==> config.mk <==
export PLATFORM = sky130hd
export DESIGN_NAME = bounded_sorted_beam_queue_core
export DESIGN_NICKNAME = d
export VERILOG_FILES = /design/src/hw/rtl/bsbq_pkg.sv /design/src/hw/rtl/bounded_sorted_beam_queue_core.sv
export SDC_FILE = /design/constraint.sdc
export NUM_CORES = 2
export LEC_CHECK = 0
export BUFFER_PORTS_ARGS = -buffer_cell sky130_fd_sc_hd__clkbuf_2
export CORE_MARGIN = 4
export CORE_UTILIZATION = 44
export DETAILED_ROUTE_END_ITERATION = 10
export PLACE_DENSITY_LB_ADDON = 0.15
export SETUP_SLACK_MARGIN = 0.1
export SLEW_MARGIN = 10
export SYNTH_ARGS = -nofsm -noshare
export SYNTH_HDL_FRONTEND = slang
export SYNTH_SLANG_ARGS = --single-unit
==> constraint.sdc <==
create_clock -name clk -period 8.12 [get_ports clk]
set_input_delay 0.406 -clock clk [delete_from_list [all_inputs] [get_ports clk]]
set_output_delay 0.406 -clock clk [all_outputs]
set_load 0.01 [all_outputs]
==> src/hw/rtl/bsbq_pkg.sv <==
// Package: types, codes and defaults of the bounded sorted beam queue.
`timescale 1ns / 1ps
package bsbq_pkg;

  localparam int DEPTH_DEF      = 16;
  localparam int TAG_BITS_DEF   = 16;
  localparam int SCORE_BITS_DEF = 32;

  localparam int LIMIT_BITS    = 5;
  localparam int INST_BITS     = 16;
  localparam int KIND_BITS     = 3;
  localparam int CFG_ADDR_BITS = 4;
  localparam int CFG_DATA_BITS = 32;
  localparam int REG_IDX_BITS  = CFG_ADDR_BITS - 2;

  localparam logic [LIMIT_BITS-1:0] BEAM_LIMIT_RST    = LIMIT_BITS'(4);
  localparam logic                  LIMIT_BY_DIST_RST = 1'b0;
  localparam logic [INST_BITS-1:0]  MIN_INST_RST      = '0;

  // register indexes on the config port
  localparam logic [REG_IDX_BITS-1:0] REG_BEAM_LIMIT    = REG_IDX_BITS'(0);
  localparam logic [REG_IDX_BITS-1:0] REG_LIMIT_BY_DIST = REG_IDX_BITS'(1);
  localparam logic [REG_IDX_BITS-1:0] REG_MIN_INST      = REG_IDX_BITS'(2);

  // request opcodes
  localparam logic OP_INSERT = 1'b0;
  localparam logic OP_POP    = 1'b1;

  typedef enum logic [KIND_BITS-1:0] {
    K_STORED  = 3'd0,
    K_BELOW   = 3'd1,
    K_BEYOND  = 3'd2,
    K_EVICTED = 3'd3,
    K_POPPED  = 3'd4,
    K_EMPTY   = 3'd5
  } kind_t;

  typedef enum logic [4:0] {
    S_IDLE,
    S_SRCH_RD,
    S_SRCH_EQ,
    S_SRCH_GT,
    S_SRCH_END,
    S_SHIFT_RD,
    S_SHIFT_WR,
    S_POP_RD,
    S_POP_HEAD,
    S_PSH_RD,
    S_PSH_WR,
    S_SCAN_RD,
    S_SCAN_EV,
    S_FINAL,
    S_EMIT_FIRST,
    S_EMIT_RD,
    S_EMIT_EV
  } state_t;

endpackage

==> src/hw/rtl/bounded_sorted_beam_queue_core.sv <==
// Top level: bounded sorted beam queue with a sequenced one-read, one-write entry store.
// Usage:
//  - Request channel: present in_op and the item fields, raise start; the
//    request is taken on the edge where start is high and busy is low.
//    busy stays high until the cycle in which the last result is shown.
//  - Result channel: each result shows for one cycle with out_valid high;
//    out_last marks the final result of a request. The receiver cannot
//    stall, so the block never holds a result back.
//  - Config: APB-style writes to beam_limit (0x0), limit_by_distinct (0x4)
//    and min_instances (0x8); pready is tied high. Write only while idle.
//  - An insert takes longer with more entries held and evicted, a pop with
//    more entries held. The time is set by the entry store (one read and
//    one write per cycle) and the one shared score comparator that search
//    and the distinct-count scan take turns on.
//  - Reset (synchronous, rst_n low) empties the beam and restores the
//    register defaults; the entry store itself is not cleared.
`timescale 1ns / 1ps
module bounded_sorted_beam_queue_core
  import bsbq_pkg::*;
#(
  parameter int DEPTH      = DEPTH_DEF,
  parameter int TAG_BITS   = TAG_BITS_DEF,
  parameter int SCORE_BITS = SCORE_BITS_DEF
) (
  input  logic                         clk,
  input  logic                         rst_n,
  // request channel
  input  logic                         start,
  output logic                         busy,
  input  logic                         in_op,
  input  logic [TAG_BITS-1:0]          in_item_tag,
  input  logic signed [SCORE_BITS-1:0] in_score,
  input  logic [INST_BITS-1:0]         in_instance_count,
  // result channel
  output logic                         out_valid,
  output logic [KIND_BITS-1:0]         out_kind,
  output logic [TAG_BITS-1:0]          out_tag,
  output logic signed [SCORE_BITS-1:0] out_score,
  output logic                         out_new_kept,
  output logic [$clog2(DEPTH+1)-1:0]   out_entry_count,
  output logic [$clog2(DEPTH+1)-1:0]   out_distinct_count,
  output logic                         out_last,
  // config port
  input  logic                         psel,
  input  logic                         penable,
  input  logic                         pwrite,
  input  logic [CFG_ADDR_BITS-1:0]     paddr,
  input  logic [CFG_DATA_BITS-1:0]     pwdata,
  output logic [CFG_DATA_BITS-1:0]     prdata,
  output logic                         pready
);

  // AW: store address (DEPTH+1 slots, one spare for the overflow entry)
  // CW: working counts, up to DEPTH+1
  // OW: counts held between requests, up to DEPTH
  localparam int AW = $clog2(DEPTH + 1);
  localparam int CW = $clog2(DEPTH + 2);
  localparam int OW = $clog2(DEPTH + 1);
  localparam int LW = (CW > LIMIT_BITS) ? CW : LIMIT_BITS;

  // ---------------------------------------------------------------------
  // config registers
  // ---------------------------------------------------------------------
  logic [LIMIT_BITS-1:0] beam_limit_r;
  logic                  limit_by_distinct_r;
  logic [INST_BITS-1:0]  min_instances_r;
  logic                  cfg_wr;
  logic [REG_IDX_BITS-1:0] reg_idx;

  assign pready  = 1'b1;
  assign reg_idx = paddr[CFG_ADDR_BITS-1:2];
  assign cfg_wr  = psel && penable && pwrite && pready;

  always_ff @(posedge clk) begin
    if (!rst_n) begin
      beam_limit_r        <= BEAM_LIMIT_RST;
      limit_by_distinct_r <= LIMIT_BY_DIST_RST;
      min_instances_r     <= MIN_INST_RST;
    end else if (cfg_wr) begin
      case (reg_idx)
        REG_BEAM_LIMIT:    beam_limit_r        <= pwdata[LIMIT_BITS-1:0];
        REG_LIMIT_BY_DIST: limit_by_distinct_r <= pwdata[0];
        REG_MIN_INST:      min_instances_r     <= pwdata[INST_BITS-1:0];
        default: ;
      endcase
    end
  end

  always_comb begin
    case (reg_idx)
      REG_BEAM_LIMIT:    prdata = CFG_DATA_BITS'(beam_limit_r);
      REG_LIMIT_BY_DIST: prdata = CFG_DATA_BITS'(limit_by_distinct_r);
      REG_MIN_INST:      prdata = CFG_DATA_BITS'(min_instances_r);
      default:           prdata = '0;
    endcase
  end

  // a limit of zero behaves as one
  logic [LW-1:0] lim;
  assign lim = (beam_limit_r == '0) ? LW'(1) : LW'(beam_limit_r);

  // ---------------------------------------------------------------------
  // entry store: one write and one registered read per cycle
  // ---------------------------------------------------------------------
  logic [TAG_BITS-1:0]          mem_tag   [DEPTH+1];
  logic signed [SCORE_BITS-1:0] mem_score [DEPTH+1];
  logic                         mem_we;
  logic [AW-1:0]                mem_waddr;
  logic [AW-1:0]                mem_raddr;
  logic [TAG_BITS-1:0]          mem_wtag;
  logic signed [SCORE_BITS-1:0] mem_wscore;
  logic [TAG_BITS-1:0]          rd_tag_r;
  logic signed [SCORE_BITS-1:0] rd_score_r;

  always_ff @(posedge clk) begin
    if (mem_we) begin
      mem_tag[mem_waddr]   <= mem_wtag;
      mem_score[mem_waddr] <= mem_wscore;
    end
    rd_tag_r   <= mem_tag[mem_raddr];
    rd_score_r <= mem_score[mem_raddr];
  end

  // ---------------------------------------------------------------------
  // sequencer registers
  // ---------------------------------------------------------------------
  state_t                       state_r, state_nxt;
  logic [OW-1:0]                held_r, held_nxt;      // entries held
  logic [OW-1:0]                dist_r, dist_nxt;      // distinct scores held
  logic [TAG_BITS-1:0]          tag_r, tag_nxt;        // request tag / popped head
  logic signed [SCORE_BITS-1:0] score_r, score_nxt;
  kind_t                        kind_r, kind_nxt;      // kind of the first result
  logic                         kept_r, kept_nxt;
  logic [CW-1:0]                idx_r, idx_nxt;        // walk pointer
  logic [CW-1:0]                p_r, p_nxt;            // insert position
  logic [CW-1:0]                d_r, d_nxt;            // distinct counter
  logic [CW-1:0]                s_r, s_nxt;            // start of lowest group
  logic [CW-1:0]                h_r, h_nxt;            // count before trimming
  logic [CW-1:0]                ev_idx_r, ev_idx_nxt;  // next evicted slot
  logic signed [SCORE_BITS-1:0] prev_r, prev_nxt;      // previous score in walk
  logic                         grp_start_r, grp_start_nxt;

  logic                         out_valid_r, out_valid_nxt;
  kind_t                        out_kind_r, out_kind_nxt;
  logic [TAG_BITS-1:0]          out_tag_r, out_tag_nxt;
  logic signed [SCORE_BITS-1:0] out_score_r, out_score_nxt;
  logic                         out_kept_r, out_kept_nxt;
  logic [OW-1:0]                out_cnt_r, out_cnt_nxt;
  logic [OW-1:0]                out_dist_r, out_dist_nxt;
  logic                         out_last_r, out_last_nxt;

  // shared score comparator: stored score against the request score in the
  // search's greater-than step, against the previous stored score otherwise
  logic signed [SCORE_BITS-1:0] cmp_b;
  logic                         cmp_gt;
  logic                         cmp_eq;

  assign cmp_b  = (state_r == S_SRCH_GT) ? score_r : prev_r;
  assign cmp_gt = rd_score_r > cmp_b;
  assign cmp_eq = rd_score_r == cmp_b;

  logic [CW-1:0] idx_m1;
  logic [CW-1:0] h_m1;
  assign idx_m1 = idx_r - CW'(1);
  assign h_m1   = h_r - CW'(1);

  // trimming after an insert or pop
  logic [CW-1:0] hf_c;
  logic [CW-1:0] df_c;
  logic          rm_c;
  logic          single_c;

  always_comb begin
    rm_c     = (LW'(h_r) > lim) || (h_r > CW'(DEPTH));
    single_c = (s_r == h_m1);   // lowest group is one entry
    hf_c     = h_r;
    df_c     = d_r;
    if (kind_r == K_POPPED) begin
      hf_c = h_r;
      df_c = d_r;
    end else if (!limit_by_distinct_r) begin
      if (rm_c) begin
        hf_c = h_m1;
        df_c = single_c ? d_r - CW'(1) : d_r;
      end
    end else if (LW'(d_r) > lim) begin
      // drop the whole lowest-score group
      hf_c = s_r;
      df_c = d_r - CW'(1);
    end else if (h_r > CW'(DEPTH)) begin
      hf_c = h_m1;
      df_c = single_c ? d_r - CW'(1) : d_r;
    end
  end

  always_comb begin
    state_nxt     = state_r;
    held_nxt      = held_r;
    dist_nxt      = dist_r;
    tag_nxt       = tag_r;
    score_nxt     = score_r;
    kind_nxt      = kind_r;
    kept_nxt      = kept_r;
    idx_nxt       = idx_r;
    p_nxt         = p_r;
    d_nxt         = d_r;
    s_nxt         = s_r;
    h_nxt         = h_r;
    ev_idx_nxt    = ev_idx_r;
    prev_nxt      = prev_r;
    grp_start_nxt = grp_start_r;

    out_valid_nxt = 1'b0;
    out_kind_nxt  = out_kind_r;
    out_tag_nxt   = out_tag_r;
    out_score_nxt = out_score_r;
    out_kept_nxt  = out_kept_r;
    out_cnt_nxt   = out_cnt_r;
    out_dist_nxt  = out_dist_r;
    out_last_nxt  = out_last_r;

    mem_we     = 1'b0;
    mem_waddr  = idx_r[AW-1:0];
    mem_wtag   = rd_tag_r;
    mem_wscore = rd_score_r;
    mem_raddr  = idx_r[AW-1:0];

    case (state_r)
      S_IDLE: begin
        if (start) begin
          tag_nxt    = in_item_tag;
          score_nxt  = in_score;
          kept_nxt   = 1'b0;
          h_nxt      = CW'(held_r);
          ev_idx_nxt = CW'(held_r);
          idx_nxt    = '0;
          d_nxt      = '0;
          if (in_op == OP_POP) begin
            if (held_r == '0) begin
              kind_nxt  = K_EMPTY;
              tag_nxt   = '0;
              score_nxt = '0;
              state_nxt = S_EMIT_FIRST;
            end else begin
              kind_nxt  = K_POPPED;
              state_nxt = S_POP_RD;
            end
          end else if (in_instance_count < min_instances_r) begin
            kind_nxt  = K_BELOW;
            state_nxt = S_EMIT_FIRST;
          end else begin
            kind_nxt  = K_STORED;
            state_nxt = S_SRCH_RD;
          end
        end
      end

      // walk past entries strictly above the new score
      S_SRCH_RD: begin
        if (idx_r == CW'(held_r)) begin
          state_nxt = S_SRCH_END;
        end else begin
          state_nxt = S_SRCH_EQ;
        end
      end

      S_SRCH_EQ: begin
        grp_start_nxt = (idx_r == '0) || !cmp_eq;
        state_nxt     = S_SRCH_GT;
      end

      S_SRCH_GT: begin
        if (cmp_gt) begin
          if (grp_start_r) begin
            d_nxt = d_r + CW'(1);
          end
          prev_nxt  = rd_score_r;
          idx_nxt   = idx_r + CW'(1);
          state_nxt = S_SRCH_RD;
        end else begin
          state_nxt = S_SRCH_END;
        end
      end

      S_SRCH_END: begin
        p_nxt = idx_r;
        if (limit_by_distinct_r && (LW'(d_r) >= lim)) begin
          kind_nxt  = K_BEYOND;
          state_nxt = S_EMIT_FIRST;
        end else begin
          idx_nxt   = CW'(held_r);
          state_nxt = S_SHIFT_RD;
        end
      end

      // open a slot at p, moving the tail down one entry at a time
      S_SHIFT_RD: begin
        if (idx_r == p_r) begin
          mem_we     = 1'b1;
          mem_waddr  = p_r[AW-1:0];
          mem_wtag   = tag_r;
          mem_wscore = score_r;
          h_nxt      = CW'(held_r) + CW'(1);
          idx_nxt    = '0;
          d_nxt      = '0;
          s_nxt      = '0;
          state_nxt  = S_SCAN_RD;
        end else begin
          mem_raddr = idx_m1[AW-1:0];
          state_nxt = S_SHIFT_WR;
        end
      end

      S_SHIFT_WR: begin
        mem_we    = 1'b1;
        mem_waddr = idx_r[AW-1:0];
        idx_nxt   = idx_m1;
        state_nxt = S_SHIFT_RD;
      end

      // pop: grab the head, then move everything up
      S_POP_RD: begin
        mem_raddr = '0;
        state_nxt = S_POP_HEAD;
      end

      S_POP_HEAD: begin
        tag_nxt   = rd_tag_r;
        score_nxt = rd_score_r;
        idx_nxt   = CW'(1);
        state_nxt = S_PSH_RD;
      end

      S_PSH_RD: begin
        if (idx_r == CW'(held_r)) begin
          h_nxt     = CW'(held_r) - CW'(1);
          idx_nxt   = '0;
          d_nxt     = '0;
          s_nxt     = '0;
          state_nxt = S_SCAN_RD;
        end else begin
          state_nxt = S_PSH_WR;
        end
      end

      S_PSH_WR: begin
        mem_we    = 1'b1;
        mem_waddr = idx_m1[AW-1:0];
        idx_nxt   = idx_r + CW'(1);
        state_nxt = S_PSH_RD;
      end

      // count distinct scores and find where the lowest group starts
      S_SCAN_RD: begin
        if (idx_r == h_r) begin
          state_nxt = S_FINAL;
        end else begin
          state_nxt = S_SCAN_EV;
        end
      end

      S_SCAN_EV: begin
        if ((idx_r == '0) || !cmp_eq) begin
          d_nxt = d_r + CW'(1);
          s_nxt = idx_r;
        end
        prev_nxt  = rd_score_r;
        idx_nxt   = idx_r + CW'(1);
        state_nxt = S_SCAN_RD;
      end

      S_FINAL: begin
        held_nxt   = hf_c[OW-1:0];
        dist_nxt   = df_c[OW-1:0];
        ev_idx_nxt = hf_c;
        kept_nxt   = (kind_r == K_STORED) && (p_r < hf_c);
        state_nxt  = S_EMIT_FIRST;
      end

      S_EMIT_FIRST: begin
        out_valid_nxt = 1'b1;
        out_kind_nxt  = kind_r;
        out_tag_nxt   = tag_r;
        out_score_nxt = score_r;
        out_kept_nxt  = kept_r;
        out_cnt_nxt   = held_r;
        out_dist_nxt  = dist_r;
        out_last_nxt  = (ev_idx_r == h_r);
        state_nxt     = (ev_idx_r == h_r) ? S_IDLE : S_EMIT_RD;
      end

      // evicted entries still sit past the new count in the store
      S_EMIT_RD: begin
        mem_raddr = ev_idx_r[AW-1:0];
        state_nxt = S_EMIT_EV;
      end

      S_EMIT_EV: begin
        out_valid_nxt = 1'b1;
        out_kind_nxt  = K_EVICTED;
        out_tag_nxt   = rd_tag_r;
        out_score_nxt = rd_score_r;
        out_kept_nxt  = kept_r;
        out_cnt_nxt   = held_r;
        out_dist_nxt  = dist_r;
        out_last_nxt  = (ev_idx_r == h_m1);
        ev_idx_nxt    = ev_idx_r + CW'(1);
        state_nxt     = (ev_idx_r == h_m1) ? S_IDLE : S_EMIT_RD;
      end

      default: begin
        state_nxt = S_IDLE;
      end
    endcase
  end

  always_ff @(posedge clk) begin
    if (!rst_n) begin
      state_r     <= S_IDLE;
      held_r      <= '0;
      dist_r      <= '0;
      out_valid_r <= 1'b0;
    end else begin
      state_r     <= state_nxt;
      held_r      <= held_nxt;
      dist_r      <= dist_nxt;
      out_valid_r <= out_valid_nxt;
    end
  end

  always_ff @(posedge clk) begin
    tag_r       <= tag_nxt;
    score_r     <= score_nxt;
    kind_r      <= kind_nxt;
    kept_r      <= kept_nxt;
    idx_r       <= idx_nxt;
    p_r         <= p_nxt;
    d_r         <= d_nxt;
    s_r         <= s_nxt;
    h_r         <= h_nxt;
    ev_idx_r    <= ev_idx_nxt;
    prev_r      <= prev_nxt;
    grp_start_r <= grp_start_nxt;
    out_kind_r  <= out_kind_nxt;
    out_tag_r   <= out_tag_nxt;
    out_score_r <= out_score_nxt;
    out_kept_r  <= out_kept_nxt;
    out_cnt_r   <= out_cnt_nxt;
    out_dist_r  <= out_dist_nxt;
    out_last_r  <= out_last_nxt;
  end

  assign busy               = (state_r != S_IDLE);
  assign out_valid          = out_valid_r;
  assign out_kind           = out_kind_r;
  assign out_tag            = out_tag_r;
  assign out_score          = out_score_r;
  assign out_new_kept       = out_kept_r;
  assign out_entry_count    = out_cnt_r;
  assign out_distinct_count = out_dist_r;
  assign out_last           = out_last_r;

endmodule

# == After elaboration in Yosys (flattened, before gate mapping) ==
# Memory sizes are Yosys's and may differ from the RTL's. A register that Yosys moved wholly into a read port is not among the register bits.
# Cells that the tools add are included.
# word_totals
ff_bits,216
ramBits,816
in_bits,107
output_inout_bits,98
wordCells,196
memories,2
# memory_table
name,depth,width,read_ports,rd_ports_with_merged_regs,wr,line,source
mem_score,17,32,1,1,1,bounded_sorted_beam_queue_core.sv:106,logic signed [SCORE_BITS-1:0] mem_score [DEPTH+1];
mem_tag,17,16,1,1,1,bounded_sorted_beam_queue_core.sv:105,logic [TAG_BITS-1:0] mem_tag [DEPTH+1];
# classes
add_sub_neg,8
n_lt_le_gt_ge,7
n_eq_ne,34
muxes,79
reduce_logical,40
# op_table
operator,n
$mux W32,7
$pmux W32 S2,3
$mux W5,28
$mux W16,5
$pmux W5 S16,1
$pmux W16 S2,2
$pmux W5 S3,4
$pmux W16 S3,1
$eq A5 B4 Y1 const B,8
$pmux W5 S8,1
$eq A32 B32 Y1,1
$gt A32 B32 Y1,1
$eq A5 B5 Y1,6
$pmux W5 S5,1
$mux W4,6
$add A5 B1 Y5 const B,4
$eq A5 B3 Y1 const B,4
$logic_not A5 Y1,4
$sub A5 B1 Y5 const B,4
$lt A16 B16 Y1,1
$ne A2 B2 Y1 const B,8
$mux W3,5
$reduce_and A2 Y1,7
$pmux W3 S2,2
27 further kinds,54

# == Depth between registers and ports, before layout ==
# logic_depth
ltp_word,10
ltp_mapped,18

# == Worst setup path after synthesis ==
# OpenSTA, ideal clock, no wires.
# synth_path
path_kind,reg2reg
startpoint,register idx_r[4]
endpoint,memory mem_score[16][0] (netlist bit) (enable)
setup_time_ns,0.513
t_arrival_ns,5.291
path_slack_ns,2.316
stages_incl_launch_ff,9
path_buffers,1
synth_period_minus_slack_ns,5.804
cell_sequence,edfxtp_1 > buf_2 > xor2_1 > or4b_4 > nor2_1 > a21oi_1 > o21bai_1 > a221o_1 > nor3_1
# synth_between
elab_chain_len,5
# synth_rtl
element,line,source
from (decl),bounded_sorted_beam_queue_core.sv:134,"logic [CW-1:0] idx_r, idx_nxt;"
from (signal assigned),bounded_sorted_beam_queue_core.sv:436,idx_r <= idx_nxt;
$eq A5 B5 Y1,bounded_sorted_beam_queue_core.sv:298,if (idx_r == p_r) begin
$mux W1,bounded_sorted_beam_queue_core.sv:298,
$pmux W1 S2,bounded_sorted_beam_queue_core.sv:228,case (state_r)
$mux W1,bounded_sorted_beam_queue_core.sv:116,if (mem_we) begin
$mux W1 (not written as such),bounded_sorted_beam_queue_core.sv:118,mem_score[mem_waddr] <= mem_wscore;
to (decl),bounded_sorted_beam_queue_core.sv:106,
# Parallel ways exist; a longest one is shown, timed or not.

# == Final worst setup path ==
# layout_path
startpoint,register state_r[2]
endpoint,memory mem_score[13][21] (netlist bit) (enable)
# layout_between
elab_chain_len,5
# layout_rtl
element,line,source
from (decl),bounded_sorted_beam_queue_core.sv:127,"state_t state_r, state_nxt;"
from (signal assigned),bounded_sorted_beam_queue_core.sv:424,state_r <= state_nxt;
$eq A5 B4 Y1 or $eq A5 B3 Y1 (tied branches),bounded_sorted_beam_queue_core.sv:228,
$reduce_or A2 Y1 (no line),n/a,
$pmux W1 S2,bounded_sorted_beam_queue_core.sv:228,
$mux W1,bounded_sorted_beam_queue_core.sv:116,
$mux W1 (not written as such),bounded_sorted_beam_queue_core.sv:118,
# Parallel ways exist; a longest one is shown, timed or not.

==> flow_metrics.env <==
export IMPL_grt_pass1_wl_um=186000
export IMPL_grt_max_degree=194
export IMPL_drc=0
export IMPL_antenna_found_initial=2
export IMPL_combinationalPowerShare_pct=31.2
export IMPL_synth_most_common_cell="edfxtp_1"
export IMPL_synthTopCellsByArea="edfxtp_1, nand3_1, nand2_1"
export IMPL_ir_drop_mv=0.401
export IMPL_clock_sinks=1080
export IMPL_p_int_mw=12.1
export IMPL_cts_buffer_depth=3
export IMPL_syn_to_final_growth_pct=14.4
export IMPL_timing_hold_violations_final=0
export IMPL_routed_wirelength_um=125000
export IMPL_grt_setup_unrepaired="false"
export IMPL_syn_area_sq_um=45600
export IMPL_status="finished, final reports clean"
export IMPL_netlist_area_leader_share_pct=65.5
export IMPL_multiInputGateArea_sq_um=13100
export IMPL_grt_pass1_vias=29125
export IMPL_drtIter0Drc=3004
export IMPL_power_switching_mw=6.80
export IMPL_fin_nets=3853
export IMPL_dp_hpwl_um=67500
export IMPL_synthFlopType="edfxtp_1"
export IMPL_cts_tree="done"
export IMPL_htreeDepth=3
export IMPL_p_sw_share_pct=36.0
export IMPL_postCtsHoldBufs=64
export IMPL_register_area_sq_um=31600
export IMPL_wl_met2_um=58700
export IMPL_start_kind="register"
export IMPL_crit_required_ps=8440
export IMPL_wl_met1_um=54700
export IMPL_cts_clk_slew_worst_paths_ps=60
export IMPL_nFillCells=8716
export IMPL_max_slew_margin_pct=0.560
export IMPL_rows=117
export IMPL_synth_commonest_cells="edfxtp_1, nand2_1, nand3_1"
export IMPL_crit_type="reg2reg"
export IMPL_synth_top_cell_by_area="edfxtp_1"
export IMPL_cts_resized=0
export IMPL_routed_via_density=5.81
export IMPL_die_w_um=330
export IMPL_syn_inst=3529
export IMPL_globalplace_congestion=0.837
export IMPL_setup_tns_final_ps=0
export IMPL_setup_viol=0
export IMPL_cts_root_buf="clkbuf_16"
export IMPL_hold_path_class="in2reg"
export IMPL_cts_buffers=112
export IMPL_initial_core_util_pct=44.5
export IMPL_p_seq_share_pct=41.6
export IMPL_io_pins=205
export IMPL_final_util_pct=50.9
export IMPL_crit_path_top_delay_cell="nor2_4"
export IMPL_path_buf_inv=2
export IMPL_dieHeight_um=330
export IMPL_insertion_delay_ps=700
export IMPL_path_cells="nor3b_4 > or4b_4 > nor2_4 > buf_4 > a221oi_1 > nor2_1 > nand2_1 > nor2_4 > buf_4"
export IMPL_grtUsageTotal_pct=22.7
export IMPL_cp_end_kind="register"
export IMPL_clock_fmax_mhz=196
export IMPL_synth_edff_count=994
export IMPL_period_share_pct=62.9
export IMPL_async_flop_share_pct=0
export IMPL_ys_seq_elements=1080
export IMPL_drtPass1Iterations=6
export IMPL_pwr_share_clk_pct=27.3
export IMPL_critPathMaxStageDelay_ps=880
export IMPL_cap_violations=0
export IMPL_syn_avg_cell_area_sq_um=12.9
export IMPL_p_leak_nw=18.4
export IMPL_path_max_fanout=55
export IMPL_powerDensity_nw_per_um2=362
export IMPL_wl_per_cell_um=24.4
export IMPL_seq_area_frac_synth_pct=69.3
export IMPL_antenna_left=0
export IMPL_port_buffers=169
export IMPL_synthDistinctLibCells=68
export IMPL_arrival_ps=5430
export IMPL_skew_ps=25.2
export IMPL_wl_met3_um=8800
export IMPL_final_max_slew_viol_count=0
export IMPL_tightest_slew_ps=1490
export IMPL_cp_top_family="simple AND/OR/NAND/NOR gates"
export IMPL_min_period_ps=5110
export IMPL_drive_gt1_share_pct=11.4
export IMPL_die_area_sq_um=109000
export IMPL_core_region_area_sq_um=102000
export IMPL_routed_top_layer="met4"
export IMPL_grt_overflow_total=0
export IMPL_ys_warn_count=0
export IMPL_post_cts_buffers=0
export IMPL_via_count=29864
==> final cells by class <==
cell class / instances / share of cell area (%)
clock buffers: 163 / 6.10
inverters: 41 / 0.295
flip-flops and latches: 1080 / 60.6
diodes: 2 / 0.00960
multi-input cells: 2155 / 25.1
well taps: 1368 / 3.28
clock inverters: 47 / 0.996
repair buffers: 284 / 3.68
==> power by group through the flow <==
stage               clock, mW  sequential (mW)  combinational [mW]
global route             5.48             7.90                6.46
CTS                      5.26             7.83                5.88
detailed placement          0             7.95                5.83
global placement            0             7.94                5.77
floorplan                   0             7.65                4.00
finish                   5.15             7.85                5.88
==> state kept, by name (all words and copies together) (netlist names), 16 cells and up <==
name and cells:
out_tag 16, rd_tag_r 16, mem_score 544, score_r 32, tag_r 16, min_instances_r 16
prev_r 32, mem_tag 272, rd_score_r 32, out_score 32
==> through the flow <==
| stage | cells | total power, mW | hold WS (ps) | area [sq um] | worst slack [ps] |
|---|---|---|---|---|---|
| 6_report | 5140 | 18.9 | 141 | 52100 | 3010 |
| 3_5_place_dp | 4863 | 13.8 | 415 | 47800 | 3020 |
| 4_1_cts | 5137 | 19.0 | 98.0 | 52100 | 2970 |
| 2_1_floorplan | 3544 | 11.7 | 400 | 45600 | 2320 |
| 5_1_grt | 5138 | 19.8 | 140 | 52100 | 2670 |
| 3_3_place_gp | 4863 | 13.7 | 407 | 47800 | 3020 |
==> routing by layer <==
layer  up-vias  track usage, %
met5         -               0
met3       200            3.71
met4         0            6.44
met2      1079            36.9
li1      13672               -
met1     14913            31.6
==> cell families (layout without fill, tap and decap cells) <==
logic type,Yosys count,after routing,share of synthesized area [%]
AO/OA/AOI/OAI,736,736,10.3
XOR/XNOR,45,45,0.865
adder cells (fa/ha/maj),72,72,1.99
buffers and inverters,309,535,2.84
flip-flops,1080,1080,69.3
multiplexers,145,145,3.24
other,2,19,0.0165
AND/OR/NAND/NOR,1140,1140,11.5
==> cells in the final DEF, fill, tap and decap left out, types with 17 or more instances in the layout <==
cell / n
clkbuf_1: 36
and2_1: 18
o21ai_0: 230
nor3_1: 17
clkinv_1: 18
nand2_1: 475
dlygate4sd3_1: 64
a21oi_1: 203
a221o_1: 53
mux2i_1: 142
buf_4: 47
nand4_1: 69
a31oi_1: 55
xor2_1: 24
a221oi_1: 50
edfxtp_1: 994
clkbuf_16: 115
clkbuf_2: 169
inv_1: 41
nand3_1: 410
ha_1: 71
nor2_1: 62
xnor2_1: 21
dfxtp_1: 86
nor2_4: 21
a22o_1: 49
conb_1: 17
==> worst paths after layout <==
kind	start	to	slack [ps]	cells past startpoint
max reg2reg	state_r[2]$_SDFFE_PN0N_	mem_score[13][21]$_DFFE_PP_	3010	9
min	rst_n	beam_limit_r[2]$_SDFFE_PN1P_	140	2
max	state_r[2]$_SDFFE_PN0N_	mem_score[13][21]$_DFFE_PP_	3010	9
min reg2reg	dist_r[3]$_SDFFE_PN0P_	out_distinct_count[3]$_DFFE_PP_	430	0
No activity file was read; power rests on OpenSTA's default activity.
